[config.mk]
export PLATFORM = sky130hd
export DESIGN_NAME = camera_tilt_pan_shot_sequencer_core_flat
export DESIGN_NICKNAME = d
export VERILOG_FILES = /design/src/sv/ctps_pkg.sv /design/src/sv/ctps_if.sv /design/src/sv/ctps_ramp.sv /design/src/sv/ctps_seq.sv /design/src/sv/camera_tilt_pan_shot_sequencer_core.sv /design/src/flat_wrapper.sv
export SDC_FILE = /design/constraint.sdc
export NUM_CORES = 1
export LEC_CHECK = 0
export BUFFER_PORTS_ARGS = -buffer_cell sky130_fd_sc_hd__buf_2
export CAP_MARGIN = 20
export CORE_ASPECT_RATIO = 1.5
export CORE_MARGIN = 4
export CORE_UTILIZATION = 66
export CTS_BUF_LIST = sky130_fd_sc_hd__clkbuf_4
export DETAILED_ROUTE_END_ITERATION = 16
export MAX_ROUTING_LAYER = met4
export PLACE_DENSITY_LB_ADDON = 0.15
export SYNTH_ARGS = -nofsm -noshare
export SYNTH_HDL_FRONTEND = slang
export SYNTH_SLANG_ARGS = --single-unit
[constraint.sdc]
create_clock -name i_clk -period 9.5 [get_ports i_clk]
set_input_delay 1.425 -clock i_clk [delete_from_list [all_inputs] [get_ports i_clk]]
set_output_delay 1.425 -clock i_clk [all_outputs]
set_load 0.01 [all_outputs]
[src/sv/ctps_pkg.sv]
`timescale 1ns / 1ps
// ----------------------------------------------------------------------------
// ctps_pkg
// Shared widths, register codes, reset values and helpers for the camera
// tilt/pan shot sequencer.
// ----------------------------------------------------------------------------
package ctps_pkg;

    localparam int TILT_W      = 12;
    localparam int TBL_ENTRIES = 4;
    localparam int TBL_IDX_W   = 2;
    localparam int TBL_W       = TILT_W * TBL_ENTRIES;
    localparam int STEP_W      = 8;
    localparam int MS_W        = 16;
    localparam int PULSE_W     = 12;
    localparam int PHASE_W     = 3;
    localparam int POS_W       = 3;   // tilt index plus one, up to the max position count
    localparam int CFG_IDX_W   = 3;
    localparam int CFG_DATA_W  = 48;

    localparam int TILT_POSITIONS_DEF = 4;
    localparam int RAMP_PERIOD_MS_DEF = 10;

    localparam logic [MS_W-1:0] POLL_MS = 16'd10;

    // configuration register indexes
    localparam logic [CFG_IDX_W-1:0] REG_TILT_TABLE   = 3'd0;
    localparam logic [CFG_IDX_W-1:0] REG_RAMP_STEP    = 3'd1;
    localparam logic [CFG_IDX_W-1:0] REG_SETTLE_PAUSE = 3'd2;
    localparam logic [CFG_IDX_W-1:0] REG_SHUTTER      = 3'd3;
    localparam logic [CFG_IDX_W-1:0] REG_AFTER_SHOT   = 3'd4;
    localparam logic [CFG_IDX_W-1:0] REG_PAN_DRIVE    = 3'd5;
    localparam logic [CFG_IDX_W-1:0] REG_PAN_MS       = 3'd6;
    localparam logic [CFG_IDX_W-1:0] REG_PAN_NEUTRAL  = 3'd7;

    // reset values
    localparam logic [TBL_W-1:0]   RST_TILT_TABLE   = 48'd1500;
    localparam logic [STEP_W-1:0]  RST_RAMP_STEP    = 8'd10;
    localparam logic [MS_W-1:0]    RST_SETTLE_PAUSE = 16'd1000;
    localparam logic [MS_W-1:0]    RST_SHUTTER      = 16'd500;
    localparam logic [MS_W-1:0]    RST_AFTER_SHOT   = 16'd500;
    localparam logic [PULSE_W-1:0] RST_PAN_DRIVE    = 12'd1600;
    localparam logic [MS_W-1:0]    RST_PAN_MS       = 16'd300;
    localparam logic [PULSE_W-1:0] RST_PAN_NEUTRAL  = 12'd1500;
    localparam logic [TILT_W-1:0]  RST_TILT         = RST_TILT_TABLE[TILT_W-1:0];

    typedef struct packed {
        logic [TBL_W-1:0]   tilt_table;
        logic [STEP_W-1:0]  ramp_step;
        logic [MS_W-1:0]    settle_pause_ms;
        logic [MS_W-1:0]    shutter_ms;
        logic [MS_W-1:0]    after_shot_ms;
        logic [PULSE_W-1:0] pan_drive_us;
        logic [MS_W-1:0]    pan_ms;
        logic [PULSE_W-1:0] pan_neutral_us;
    } t_cfg;

    // sequencer outputs as they stand after one tick
    typedef struct packed {
        logic [PULSE_W-1:0] pan_us;
        logic               shutter;
        logic [PHASE_W-1:0] phase;
    } t_shot_view;

    // entries past the table read as zero
    function automatic logic [TILT_W-1:0] table_entry(input logic [TBL_W-1:0] tbl,
                                                      input logic [POS_W-1:0] idx);
        logic [TILT_W-1:0] ent;
        ent = '0;
        if (idx < POS_W'(TBL_ENTRIES)) begin
            ent = tbl[TILT_W*idx[TBL_IDX_W-1:0] +: TILT_W];
        end
        return ent;
    endfunction

    // a delay of d ms leaves d-1 idle ticks
    function automatic logic [MS_W-1:0] set_wait(input logic [MS_W-1:0] d);
        return (d == '0) ? '0 : d - MS_W'(1);
    endfunction

endpackage

[src/sv/ctps_if.sv]
`timescale 1ns / 1ps
// ----------------------------------------------------------------------------
// ctps_if
// Valid/ready channels: tick input, shot result output, config writes.
// ----------------------------------------------------------------------------
interface ctps_tick_if;
    logic valid;
    logic ready;
    logic tick;
    modport source (output valid, output tick, input ready);
    modport sink   (input valid, input tick, output ready);
endinterface

interface ctps_shot_if import ctps_pkg::*; ();
    logic               valid;
    logic               ready;
    logic [TILT_W-1:0]  tilt_pulse_us;
    logic [PULSE_W-1:0] pan_pulse_us;
    logic               shutter_on;
    logic [PHASE_W-1:0] phase;
    modport source (output valid, output tilt_pulse_us, output pan_pulse_us,
                    output shutter_on, output phase, input ready);
    modport sink   (input valid, input tilt_pulse_us, input pan_pulse_us,
                    input shutter_on, input phase, output ready);
endinterface

interface ctps_cfg_if import ctps_pkg::*; ();
    logic                  valid;
    logic                  ready;
    logic [CFG_IDX_W-1:0]  index;
    logic [CFG_DATA_W-1:0] data;
    modport source (output valid, output index, output data, input ready);
    modport sink   (input valid, input index, input data, output ready);
endinterface

[src/sv/ctps_ramp.sv]
`timescale 1ns / 1ps
// ----------------------------------------------------------------------------
// ctps_ramp
// Tilt pulse ramp: every ramp period, step toward the table target.
// ----------------------------------------------------------------------------
module ctps_ramp import ctps_pkg::*; #(
    parameter int RAMP_PERIOD_MS = RAMP_PERIOD_MS_DEF
) (
    input  logic                 i_clk,
    input  logic                 i_rst_n,
    input  logic                 i_adv,
    input  logic [TBL_W-1:0]     i_tilt_table,
    input  logic [STEP_W-1:0]    i_ramp_step,
    input  logic [TBL_IDX_W-1:0] i_tilt_index,
    output logic [TILT_W-1:0]    o_tilt_next
);

    localparam int RW = (RAMP_PERIOD_MS > 1) ? $clog2(RAMP_PERIOD_MS) : 1;

    logic [TILT_W-1:0] r_tilt, n_tilt;
    logic [RW-1:0]     r_ramp_wait, n_ramp_wait;
    logic [TILT_W-1:0] target;
    logic [TILT_W-1:0] step;
    logic [TILT_W-1:0] gap;

    assign target = table_entry(i_tilt_table, {1'b0, i_tilt_index});
    assign step   = {{(TILT_W-STEP_W){1'b0}}, i_ramp_step};

    always_comb begin
        n_tilt      = r_tilt;
        n_ramp_wait = r_ramp_wait;
        gap         = '0;
        if (i_adv) begin
            if (r_ramp_wait == '0) begin
                n_ramp_wait = RW'(RAMP_PERIOD_MS - 1);
                if (target > r_tilt) begin
                    gap    = target - r_tilt;
                    n_tilt = (gap < step) ? target : r_tilt + step;
                end else if (target < r_tilt) begin
                    gap    = r_tilt - target;
                    n_tilt = (gap < step) ? target : r_tilt - step;
                end
            end else begin
                n_ramp_wait = r_ramp_wait - RW'(1);
            end
        end
    end

    always_ff @(posedge i_clk) begin
        if (!i_rst_n) begin
            r_tilt      <= RST_TILT;
            r_ramp_wait <= '0;
        end else begin
            r_tilt      <= n_tilt;
            r_ramp_wait <= n_ramp_wait;
        end
    end

    assign o_tilt_next = n_tilt;

endmodule

[src/sv/ctps_seq.sv]
`timescale 1ns / 1ps
// ----------------------------------------------------------------------------
// ctps_seq
// Shot phase machine: tilt wait, shutter, after-shot, index advance, pan.
// ----------------------------------------------------------------------------
module ctps_seq import ctps_pkg::*; #(
    parameter int TILT_POSITIONS = TILT_POSITIONS_DEF
) (
    input  logic                 i_clk,
    input  logic                 i_rst_n,
    input  logic                 i_adv,
    input  t_cfg                 i_cfg,
    input  logic [TILT_W-1:0]    i_tilt_next,
    output logic [TBL_IDX_W-1:0] o_tilt_index,
    output t_shot_view           o_view_next
);

    typedef enum logic [PHASE_W-1:0] {
        PH_TILT     = 3'd0,
        PH_SHOOT    = 3'd1,
        PH_END_SHOT = 3'd2,
        PH_AFTER    = 3'd3,
        PH_PAN      = 3'd4,
        PH_PAN_END  = 3'd5
    } t_phase;

    t_phase               r_phase, n_phase;
    logic [TBL_IDX_W-1:0] r_idx, n_idx;
    logic [MS_W-1:0]      r_wait, n_wait;
    logic                 r_shutter, n_shutter;
    logic [PULSE_W-1:0]   r_pan, n_pan;
    logic [POS_W-1:0]     idx_inc;

    assign idx_inc = {1'b0, r_idx} + POS_W'(1);

    always_comb begin
        n_phase   = r_phase;
        n_idx     = r_idx;
        n_wait    = r_wait;
        n_shutter = r_shutter;
        n_pan     = r_pan;
        if (i_adv) begin
            if (r_wait != '0) begin
                n_wait = r_wait - MS_W'(1);
            end else begin
                case (r_phase)
                    PH_TILT: begin
                        if (table_entry(i_cfg.tilt_table, {1'b0, r_idx}) == i_tilt_next) begin
                            n_phase = PH_SHOOT;
                            n_wait  = set_wait(i_cfg.settle_pause_ms);
                        end else begin
                            n_wait  = set_wait(POLL_MS);
                        end
                    end
                    PH_SHOOT: begin
                        n_shutter = 1'b1;
                        n_phase   = PH_END_SHOT;
                        n_wait    = set_wait(i_cfg.shutter_ms);
                    end
                    PH_END_SHOT: begin
                        n_shutter = 1'b0;
                        n_phase   = PH_AFTER;
                        n_wait    = set_wait(i_cfg.after_shot_ms);
                    end
                    PH_AFTER: begin
                        if (idx_inc >= POS_W'(TILT_POSITIONS) ||
                            table_entry(i_cfg.tilt_table, idx_inc) == '0) begin
                            n_phase = PH_PAN;
                            n_idx   = '0;
                        end else begin
                            n_phase = PH_TILT;
                            n_idx   = idx_inc[TBL_IDX_W-1:0];
                        end
                    end
                    PH_PAN: begin
                        n_pan   = i_cfg.pan_drive_us;
                        n_phase = PH_PAN_END;
                        n_wait  = set_wait(i_cfg.pan_ms);
                    end
                    PH_PAN_END: begin
                        n_pan   = i_cfg.pan_neutral_us;
                        n_phase = PH_TILT;
                        n_wait  = set_wait(i_cfg.settle_pause_ms);
                    end
                    default: begin
                        n_phase = PH_TILT;
                    end
                endcase
            end
        end
    end

    always_ff @(posedge i_clk) begin
        if (!i_rst_n) begin
            r_phase   <= PH_TILT;
            r_idx     <= '0;
            r_wait    <= '0;
            r_shutter <= 1'b0;
            r_pan     <= RST_PAN_NEUTRAL;
        end else begin
            r_phase   <= n_phase;
            r_idx     <= n_idx;
            r_wait    <= n_wait;
            r_shutter <= n_shutter;
            r_pan     <= n_pan;
        end
    end

    assign o_tilt_index        = r_idx;
    assign o_view_next.pan_us  = n_pan;
    assign o_view_next.shutter = n_shutter;
    assign o_view_next.phase   = n_phase;

endmodule

[src/sv/camera_tilt_pan_shot_sequencer_core.sv]
`timescale 1ns / 1ps
// ----------------------------------------------------------------------------
// camera_tilt_pan_shot_sequencer_core
// Tilt ramp and shot/pan phase sequencer, one word per millisecond tick.
// ----------------------------------------------------------------------------
// Usage:
//  - i_tick_chan: one word per millisecond; tick = 1 advances time, tick = 0
//    only reports the current state.
//  - o_shot_chan: one result word per input word, showing tilt and pan pulse
//    widths, shutter line and phase after that tick's update.
//  - i_cfg_chan: register writes (index, data), always ready; write only while
//    the block is idle. New table or neutral values act through the ramp and
//    the phase machine, never by reloading the outputs.
//  - Latency: the result word is valid the cycle after the tick word is taken.
//  - Throughput: one word per cycle when not stalled; a single short pass
//    (ramp compare/step, then phase machine) updates the state registers.
//  - Reset: registers take their default values, phase 0, tilt at table entry
//    0, pan at neutral, result register empty.
//  - Stall: the result register holds its word while o_shot_chan.ready is
//    low; a new tick is taken whenever the result register is empty or is
//    being emptied in the same cycle.
// ----------------------------------------------------------------------------
module camera_tilt_pan_shot_sequencer_core import ctps_pkg::*; #(
    parameter int TILT_POSITIONS = TILT_POSITIONS_DEF,
    parameter int RAMP_PERIOD_MS = RAMP_PERIOD_MS_DEF
) (
    input  logic       i_clk,
    input  logic       i_rst_n,
    ctps_tick_if.sink  i_tick_chan,
    ctps_shot_if.source o_shot_chan,
    ctps_cfg_if.sink   i_cfg_chan
);

    // configuration registers
    t_cfg r_cfg;

    // result register
    logic              r_out_valid;
    logic [TILT_W-1:0] r_out_tilt;
    t_shot_view        r_out_view;

    logic                 in_ready;
    logic                 accept;
    logic                 adv;
    logic [TILT_W-1:0]    tilt_next;
    logic [TBL_IDX_W-1:0] tilt_index;
    t_shot_view           view_next;

    // take a tick whenever the result slot is free or draining
    assign in_ready           = !r_out_valid || o_shot_chan.ready;
    assign i_tick_chan.ready  = in_ready;
    assign accept             = i_tick_chan.valid && in_ready;
    assign adv                = accept && i_tick_chan.tick;

    assign i_cfg_chan.ready = 1'b1;

    always_ff @(posedge i_clk) begin
        if (!i_rst_n) begin
            r_cfg.tilt_table      <= RST_TILT_TABLE;
            r_cfg.ramp_step       <= RST_RAMP_STEP;
            r_cfg.settle_pause_ms <= RST_SETTLE_PAUSE;
            r_cfg.shutter_ms      <= RST_SHUTTER;
            r_cfg.after_shot_ms   <= RST_AFTER_SHOT;
            r_cfg.pan_drive_us    <= RST_PAN_DRIVE;
            r_cfg.pan_ms          <= RST_PAN_MS;
            r_cfg.pan_neutral_us  <= RST_PAN_NEUTRAL;
        end else if (i_cfg_chan.valid) begin
            case (i_cfg_chan.index)
                REG_TILT_TABLE:   r_cfg.tilt_table      <= i_cfg_chan.data[TBL_W-1:0];
                REG_RAMP_STEP:    r_cfg.ramp_step       <= i_cfg_chan.data[STEP_W-1:0];
                REG_SETTLE_PAUSE: r_cfg.settle_pause_ms <= i_cfg_chan.data[MS_W-1:0];
                REG_SHUTTER:      r_cfg.shutter_ms      <= i_cfg_chan.data[MS_W-1:0];
                REG_AFTER_SHOT:   r_cfg.after_shot_ms   <= i_cfg_chan.data[MS_W-1:0];
                REG_PAN_DRIVE:    r_cfg.pan_drive_us    <= i_cfg_chan.data[PULSE_W-1:0];
                REG_PAN_MS:       r_cfg.pan_ms          <= i_cfg_chan.data[MS_W-1:0];
                REG_PAN_NEUTRAL:  r_cfg.pan_neutral_us  <= i_cfg_chan.data[PULSE_W-1:0];
                default: begin
                end
            endcase
        end
    end

    // ramp runs first in a tick; the phase machine sees the new tilt
    ctps_ramp #(
        .RAMP_PERIOD_MS (RAMP_PERIOD_MS)
    ) u_ramp (
        .i_clk        (i_clk),
        .i_rst_n      (i_rst_n),
        .i_adv        (adv),
        .i_tilt_table (r_cfg.tilt_table),
        .i_ramp_step  (r_cfg.ramp_step),
        .i_tilt_index (tilt_index),
        .o_tilt_next  (tilt_next)
    );

    ctps_seq #(
        .TILT_POSITIONS (TILT_POSITIONS)
    ) u_seq (
        .i_clk        (i_clk),
        .i_rst_n      (i_rst_n),
        .i_adv        (adv),
        .i_cfg        (r_cfg),
        .i_tilt_next  (tilt_next),
        .o_tilt_index (tilt_index),
        .o_view_next  (view_next)
    );

    // result register: control under reset, payload loaded on accept
    always_ff @(posedge i_clk) begin
        if (!i_rst_n) begin
            r_out_valid <= 1'b0;
        end else if (in_ready) begin
            r_out_valid <= i_tick_chan.valid;
        end
    end

    always_ff @(posedge i_clk) begin
        if (accept) begin
            r_out_tilt <= tilt_next;
            r_out_view <= view_next;
        end
    end

    assign o_shot_chan.valid         = r_out_valid;
    assign o_shot_chan.tilt_pulse_us = r_out_tilt;
    assign o_shot_chan.pan_pulse_us  = r_out_view.pan_us;
    assign o_shot_chan.shutter_on    = r_out_view.shutter;
    assign o_shot_chan.phase         = r_out_view.phase;

endmodule
[src/flat_wrapper.sv]
// flat-port wrapper written by rule: the top's interface ports become plain ports
module camera_tilt_pan_shot_sequencer_core_flat import ctps_pkg::*;
#(
    parameter int TILT_POSITIONS = TILT_POSITIONS_DEF,
    parameter int RAMP_PERIOD_MS = RAMP_PERIOD_MS_DEF
)
  (i_clk, i_rst_n, i_tick_chan_valid, i_tick_chan_tick, i_tick_chan_ready, o_shot_chan_valid, o_shot_chan_tilt_pulse_us, o_shot_chan_pan_pulse_us, o_shot_chan_shutter_on, o_shot_chan_phase, o_shot_chan_ready, i_cfg_chan_valid, i_cfg_chan_index, i_cfg_chan_data, i_cfg_chan_ready);
  ctps_tick_if i_tick_chan_i ();
  ctps_shot_if o_shot_chan_i ();
  ctps_cfg_if i_cfg_chan_i ();
  input  logic i_clk;
  input  logic i_rst_n;
  input wire logic [$bits(i_tick_chan_i.valid)-1:0] i_tick_chan_valid;
  input wire logic [$bits(i_tick_chan_i.tick)-1:0] i_tick_chan_tick;
  output wire logic [$bits(i_tick_chan_i.ready)-1:0] i_tick_chan_ready;
  output wire logic [$bits(o_shot_chan_i.valid)-1:0] o_shot_chan_valid;
  output wire logic [$bits(o_shot_chan_i.tilt_pulse_us)-1:0] o_shot_chan_tilt_pulse_us;
  output wire logic [$bits(o_shot_chan_i.pan_pulse_us)-1:0] o_shot_chan_pan_pulse_us;
  output wire logic [$bits(o_shot_chan_i.shutter_on)-1:0] o_shot_chan_shutter_on;
  output wire logic [$bits(o_shot_chan_i.phase)-1:0] o_shot_chan_phase;
  input wire logic [$bits(o_shot_chan_i.ready)-1:0] o_shot_chan_ready;
  input wire logic [$bits(i_cfg_chan_i.valid)-1:0] i_cfg_chan_valid;
  input wire logic [$bits(i_cfg_chan_i.index)-1:0] i_cfg_chan_index;
  input wire logic [$bits(i_cfg_chan_i.data)-1:0] i_cfg_chan_data;
  output wire logic [$bits(i_cfg_chan_i.ready)-1:0] i_cfg_chan_ready;
  assign i_tick_chan_i.valid = i_tick_chan_valid;
  assign i_tick_chan_i.tick = i_tick_chan_tick;
  assign i_tick_chan_ready = i_tick_chan_i.ready;
  assign o_shot_chan_valid = o_shot_chan_i.valid;
  assign o_shot_chan_tilt_pulse_us = o_shot_chan_i.tilt_pulse_us;
  assign o_shot_chan_pan_pulse_us = o_shot_chan_i.pan_pulse_us;
  assign o_shot_chan_shutter_on = o_shot_chan_i.shutter_on;
  assign o_shot_chan_phase = o_shot_chan_i.phase;
  assign o_shot_chan_i.ready = o_shot_chan_ready;
  assign i_cfg_chan_i.valid = i_cfg_chan_valid;
  assign i_cfg_chan_i.index = i_cfg_chan_index;
  assign i_cfg_chan_i.data = i_cfg_chan_data;
  assign i_cfg_chan_ready = i_cfg_chan_i.ready;
  camera_tilt_pan_shot_sequencer_core #(.TILT_POSITIONS(TILT_POSITIONS), .RAMP_PERIOD_MS(RAMP_PERIOD_MS)) u_core (.i_clk(i_clk), .i_rst_n(i_rst_n), .i_tick_chan(i_tick_chan_i), .o_shot_chan(o_shot_chan_i), .i_cfg_chan(i_cfg_chan_i));
endmodule
# == Yosys cells after proc, flatten, opt, wreduce, memory -nomap -nowiden ==
# Cells that the tools add are included.
# word_totals
register_bits,223
elab_cells,113
output_inout_bits,31
inputBits,57
# op_classes
order_cmp,6
bitwise,1
n_eq_ne,13
multipliers,2
mux,33
n_reduce_logical,25
n_shift,2
n_addsub,11
# ops
op,n
2-to-1 mux 12 bit,15
2-to-1 mux 16 bit,6
indexed part select 48 x 7 -> 12 bit,2
one-hot mux 16 bit (5 select lines),1
"subtractor 16 x 1 -> 16 bit, second input constant",5
zero test 16 bit,4
< comparator 12 x 8 -> 1 bit,2
one-hot mux 12 bit (2 select lines),1
subtractor 12 bit,2
"equality test 3 bit, second input constant",6
AND reduction 2 bit,9
nonzero test 16 bit,1
one-hot mux 3 bit (5 select lines),1
adder 12 x 8 -> 12 bit,1
equality test 12 bit,1
"equality test 3 x 2 -> 1 bit, second input constant",4
> comparator 12 bit,1
zero test 12 bit,1
< comparator 12 bit,1
2-to-1 mux 3 bit,4
subtractor 12 x 8 -> 12 bit,1
"multiplier 2 x 2 -> 4 bit, first input constant",2
"equality test 3 x 1 -> 1 bit, second input constant",2
zero test 3 bit,2
15 further kinds,18

# == Logic depth before layout (Yosys ltp) ==
# logic_depth
word_depth,14
mapped_depth,27
ltp_nobuf,23

# == By module ==
# Synthesis repeated with hierarchy kept, for this count alone.
# hier_totals
hier_cells,1605
area_unflattened_um2,14377.5
# modules_own_cells
mod,cells_per_inst,seq_area_each_um2,instances,area_per_inst_um2
camera_tilt_pan_shot_sequencer_core,578,3743.6,1,6461.2
ctps_seq,559,680.7,1,4265.3
ctps_ramp,468,320.3,1,3651.0

# == Least setup slack after synthesis ==
# No wires, ideal clock.
# synth_timing
path_kind,reg2reg
from,"register u_core.u_seq.r_idx[0], in the netlist u_core.u_seq.o_tilt_index[0]"
to,register u_core.u_seq.r_wait[0]
path_stages_with_launch,25
t_required_ns,9.368
setup_time_ns,0.132
setup_slack_ns,3.495
synth_period_minus_slack_ns,6.005
arrival_ns,5.873
cell_sequence,dfxtp_1 -> buf_2 -> buf_6 -> buf_2 -> mux2_2 -> o21ai_1 -> inv_1 -> ha_1 -> buf_2 -> inv_1 -> o221ai_1 -> xor2_1 -> ha_1 -> and4_1 -> a221oi_1 -> o221ai_1 -> nand3b_1 -> a211o_1 -> nor2_1 -> mux2_2 -> a2111oi_4 -> nand3_2 -> or3_1 -> nor4_1 -> o41ai_2
# synth_via
elab_chain_len,13
word_cells_on_any_way,21
# synth_rtl
item,line_no,source
start: declaration,ctps_seq.sv:28,"logic [TBL_IDX_W-1:0] r_idx, n_idx;"
start signal: assignment,ctps_seq.sv:102,r_idx <= n_idx;
multiplier 2 x 2 -> 4 bit *,ctps_pkg.sv:71,ent = tbl[TILT_W*idx[TBL_IDX_W-1:0] +: TILT_W];
indexed part select 48 x 7 -> 12 bit *,ctps_pkg.sv:71,
subtractor 12 bit,ctps_ramp.sv:40,gap = r_tilt - target;
< comparator 12 x 8 -> 1 bit,ctps_ramp.sv:41,n_tilt = (gap < step) ? target : r_tilt - step;
2-to-1 mux 12 bit,ctps_ramp.sv:41,
2-to-1 mux 12 bit,ctps_ramp.sv:39,end else if (target < r_tilt) begin
2-to-1 mux 12 bit,ctps_ramp.sv:36,if (target > r_tilt) begin
2-to-1 mux 12 bit,ctps_ramp.sv:34,if (r_ramp_wait == '0) begin
2-to-1 mux 12 bit,ctps_ramp.sv:33,if (i_adv) begin
equality test 12 bit *,ctps_seq.sv:48,"if (table_entry(i_cfg.tilt_table, {1'b0, r_idx}) == i_tilt_next) begin"
2-to-1 mux 16 bit *,ctps_seq.sv:48,
one-hot mux 16 bit (5 select lines) *,ctps_seq.sv:46,case (r_phase)
2-to-1 mux 16 bit *,ctps_seq.sv:43,if (r_wait != '0) begin
end signal: assignment,ctps_seq.sv:103,r_wait <= n_wait;
end: declaration,ctps_seq.sv:29,"logic [MS_W-1:0] r_wait, n_wait;"
# Every way passes the cells marked *; elsewhere a longest branch is shown, timed or not. The select of a mux whose other input is x is not followed.
# A chain may end at the register's enable or synchronous reset.

# == Worst setup path after layout ==
# layout_timing
from,"register u_core.u_seq.r_idx[0], in the netlist u_core.u_seq.o_tilt_index[0]"
to,register u_core.u_seq.r_wait[2]
# Same word-level chain as after synthesis.

==> flow_metrics.env <==
export IMPL_fp_dieH_um=185
export IMPL_grt_util_all_layers_pct=39.4
export IMPL_grt_pass1_wl_um=70600
export IMPL_drv_cap=0
export IMPL_postCtsSetupRepairBufs=0
export IMPL_cts_resized=0
export IMPL_relSlewSlack_pct=25.0
export IMPL_clock_latency_ps=690
export IMPL_dr_pass1_iters=5
export IMPL_antenna_found_initial=2
export IMPL_port_buffer_count=86
export IMPL_wl_per_cell_um=21.3
export IMPL_grt_overflow_total=0
export IMPL_regArea_um2=4740
export IMPL_yosysSeqAreaShare_pct=34.5
export IMPL_syn_to_final_growth_pct=8.30
export IMPL_nFillCells=1620
export IMPL_required_ps=10080
export IMPL_ys_flop_type="dfxtp_1"
export IMPL_cpLargestDelayFamily="compound AO/OA/AOI/OAI gates"
export IMPL_timing_final_crit_share_pct=73.2
export IMPL_rows=64
export IMPL_fin_nets=1956
export IMPL_rsz0062_at_grt="no"
export IMPL_yosys_top_cells_area="dfxtp_1 (28%), nand2_1 (10%), a21oi_1 (6.2%)"
export IMPL_ys_warn_count=0
export IMPL_hold_viol_final=0
export IMPL_synthArstFlopShare_pct=0
export IMPL_clkSinkCount=223
export IMPL_hold_buffers=0
export IMPL_switching_share_pct=43.0
export IMPL_crit_fanout=23
export IMPL_comb_power_share_pct=46.3
export IMPL_crit_slowest_cell="nor4_4"
export IMPL_avgSynthCellArea_um2=7.74
export IMPL_netlist_area_um2=13800
export IMPL_p_switching_mw=1.52
export IMPL_worst_ir_drop_vdd_v=0.000138
export IMPL_power_share_sequential_pct=31.0
export IMPL_final_util_pct=73.0
export IMPL_synth_edf_count=28
export IMPL_setup_violations=0
export IMPL_drive_above_1_share_pct=12.6
export IMPL_drc=0
export IMPL_slew_viol_final=0
export IMPL_synth_seq_cells=223
export IMPL_vias=13681
export IMPL_tns_ps=0
export IMPL_start_util_pct=67.4
export IMPL_arrival_ps=7540
export IMPL_dieArea_um2=23300
export IMPL_status="finished clean"
export IMPL_worst_clock_skew_ps=84.1
export IMPL_holdWs_ps=456
export IMPL_ios=88
export IMPL_powerDensity_nw_per_um2=237
export IMPL_routed_wl_um=45500
export IMPL_grt_pass1_vias=13400
export IMPL_ys_top_cells_by_count="nand2_1 (382), dfxtp_1 (195), a21oi_1 (171)"
export IMPL_ys_types=91
export IMPL_crit_path_start_kind="flip-flop"
export IMPL_place_gp_congestion=1.02
export IMPL_synth_area_leader_cell="dfxtp_1"
export IMPL_crit_reg2reg_launch="u_core.u_seq.o_tilt_index[0]"
export IMPL_syn_nets=1902
export IMPL_min_from="u_core.r_cfg[28]"
export IMPL_crit_buf_inv=3
export IMPL_ant_nets=0
export IMPL_die_w_um=126
export IMPL_multi_input_area_um2=8340
export IMPL_grt_max_degree=75
export IMPL_cts_max_level=2
export IMPL_crit_type="reg2reg"
export IMPL_p_total_mw=3.53
export IMPL_worstMarginPinSlew_ps=1120
export IMPL_drt_initial_drc_count=1145
export IMPL_clockBufferDepth=3
export IMPL_core_um2=20400
export IMPL_cts_buffers=51
export IMPL_place_hpwl_um=33600
export IMPL_fin_crit_ps=6950
export IMPL_clkSlewWorstSetupHoldPaths_ps=70
export IMPL_pwr_share_clk_pct=22.7
export IMPL_viasPerCell=6.40
export IMPL_yosysMostFrequentCell="nand2_1"
export IMPL_synth_top_area_share_pct=28.4
export IMPL_max_freq_ghz=0.144
export IMPL_p_int_mw=2.02
export IMPL_synthCells=1777
export IMPL_cts_tree="yes"
export IMPL_hp_class="reg2reg"
export IMPL_max_stage_delay_ps=590
export IMPL_cp_cell_sequence="buf_4 > mux2_2 > o21ai_1 > inv_1 > ha_1 > nand2_1 > o211ai_1 > nand3_1 > nand2_1 > xor2_1 > ha_1 > and4_1 > a221oi_1 > o221ai_1 > nand3b_1 > a211o_1 > nor2_1 > buf_4 > mux2_2 > a2111oi_4 > nand3_2 > nor4_4 > nor2_2 > o41ai_2"
export IMPL_clockRootBuffer="clkbuf_4"
export IMPL_cp_end_kind="flip-flop"
export IMPL_p_leak_nw=5.75
export IMPL_crit_path_start="u_core.u_seq.o_tilt_index[0]"
power by group through the flow:
| stage | registers (mW) | clock network (mW) | logic [mW] |
|---|---|---|---|
| finish | 1.10 | 0.803 | 1.64 |
| global route | 1.10 | 0.855 | 1.77 |
| CTS | 1.09 | 0.814 | 1.58 |
| detailed placement | 1.11 | 0 | 1.58 |
| global placement | 1.11 | 0 | 1.56 |
| floorplan | 1.10 | 0 | 1.14 |
registers in the layout, summed over array words and instances, names as in the netlist:
signal / flops
u_core.o_shot_chan.tilt_pulse_us: 12
u_core.o_shot_chan.valid: 1
u_core.u_seq.r_wait: 16
u_core.o_shot_chan.phase: 3
u_core.u_ramp.r_tilt: 12
u_core.u_ramp.r_ramp_wait: 4
u_core.o_shot_chan.pan_pulse_us: 12
u_core.u_seq.o_tilt_index: 2
u_core.u_seq.r_pan: 12
u_core.r_cfg: 144
u_core.u_seq.r_phase: 3
u_core.o_shot_chan.shutter_on: 1
u_core.u_seq.r_shutter: 1
routing by layer:
| layer | routed length [um] | global-route usage (%) |
|---|---|---|
| met5 | 0 | - |
| met4 | 3920 | 29.4 |
| met3 | 3090 | 6.23 |
| met1 | 15800 | 40.0 |
| met2 | 22700 | 68.2 |
cell usage in the layout, fill, tap and decap left out, drive strengths merged, types with 8 or more instances in the layout:
cell    synthesis  routed
nand2b         19      19
or4             8       8
nand2         383     383
a21oi         172     172
a31oi          10      10
buf            27     103
clkbuf         75      83
xor2           30      30
or3            14      14
o211ai         13      13
nor2          121     121
mux2i          25      25
ha             64      64
nor3           55      55
clkinv          1       9
edfxtp         28      28
dfxtp         195     195
xnor2          69      69
a211oi         15      15
o31ai           8       8
nor2b          11      11
and2           17      17
nand3          73      73
o22ai          15      15
o21ai          78      78
or2            16      16
a21o           10      10
mux2            8       8
nand4          13      13
nor4           31      31
inv            58      59
o221ai         13      13
cell type report:
class	instances	area share [%]
Timing Repair Buffer	103	3.77
Antenna cell	2	0.0336
Inverter	59	1.50
Clock inverter	10	0.470
Clock buffer	83	4.18
Tap cell	264	2.22
Sequential cell	223	31.8
Multi-Input combinational cell	1393	56.0
per-stage QoR:
step | area (um^2) | worst slack [ps] | instances
2_1_floorplan | 13800 | 3490 | 1777
3_3_place_gp | 14200 | 2710 | 2039
3_5_place_dp | 14200 | 2590 | 2039
4_1_cts | 14900 | 2600 | 2132
5_1_grt | 14900 | 1940 | 2137
6_report | 14900 | 2550 | 2137
final timing paths:
check	cells past startpoint	slack, ps	to
max	24	2550	u_core.u_seq.r_wait[2]
min	2	460	u_core.r_cfg[28]
max reg2reg	24	2550	u_core.u_seq.r_wait[2]
min reg2reg	2	460	u_core.r_cfg[28]
cells by family after synthesis:
logic type | Yosys count | share of synthesized area, %
mux | 40 | 3.62
simple gates | 785 | 26.1
fa+ha+maj | 68 | 6.40
compound gates | 400 | 18.2
flops | 223 | 34.5
buf+inv | 161 | 4.92
xor+xnor | 99 | 6.30
other cells | 1 | 0.0273
worst min-delay path, delay by kind of cell (launching register included):
family	cells	cell delay [ps]
flip-flops	1	310
AND/OR/NAND/NOR	1	50
AO/OA/AOI/OAI	1	50
(Power assumes the default switching activity.)
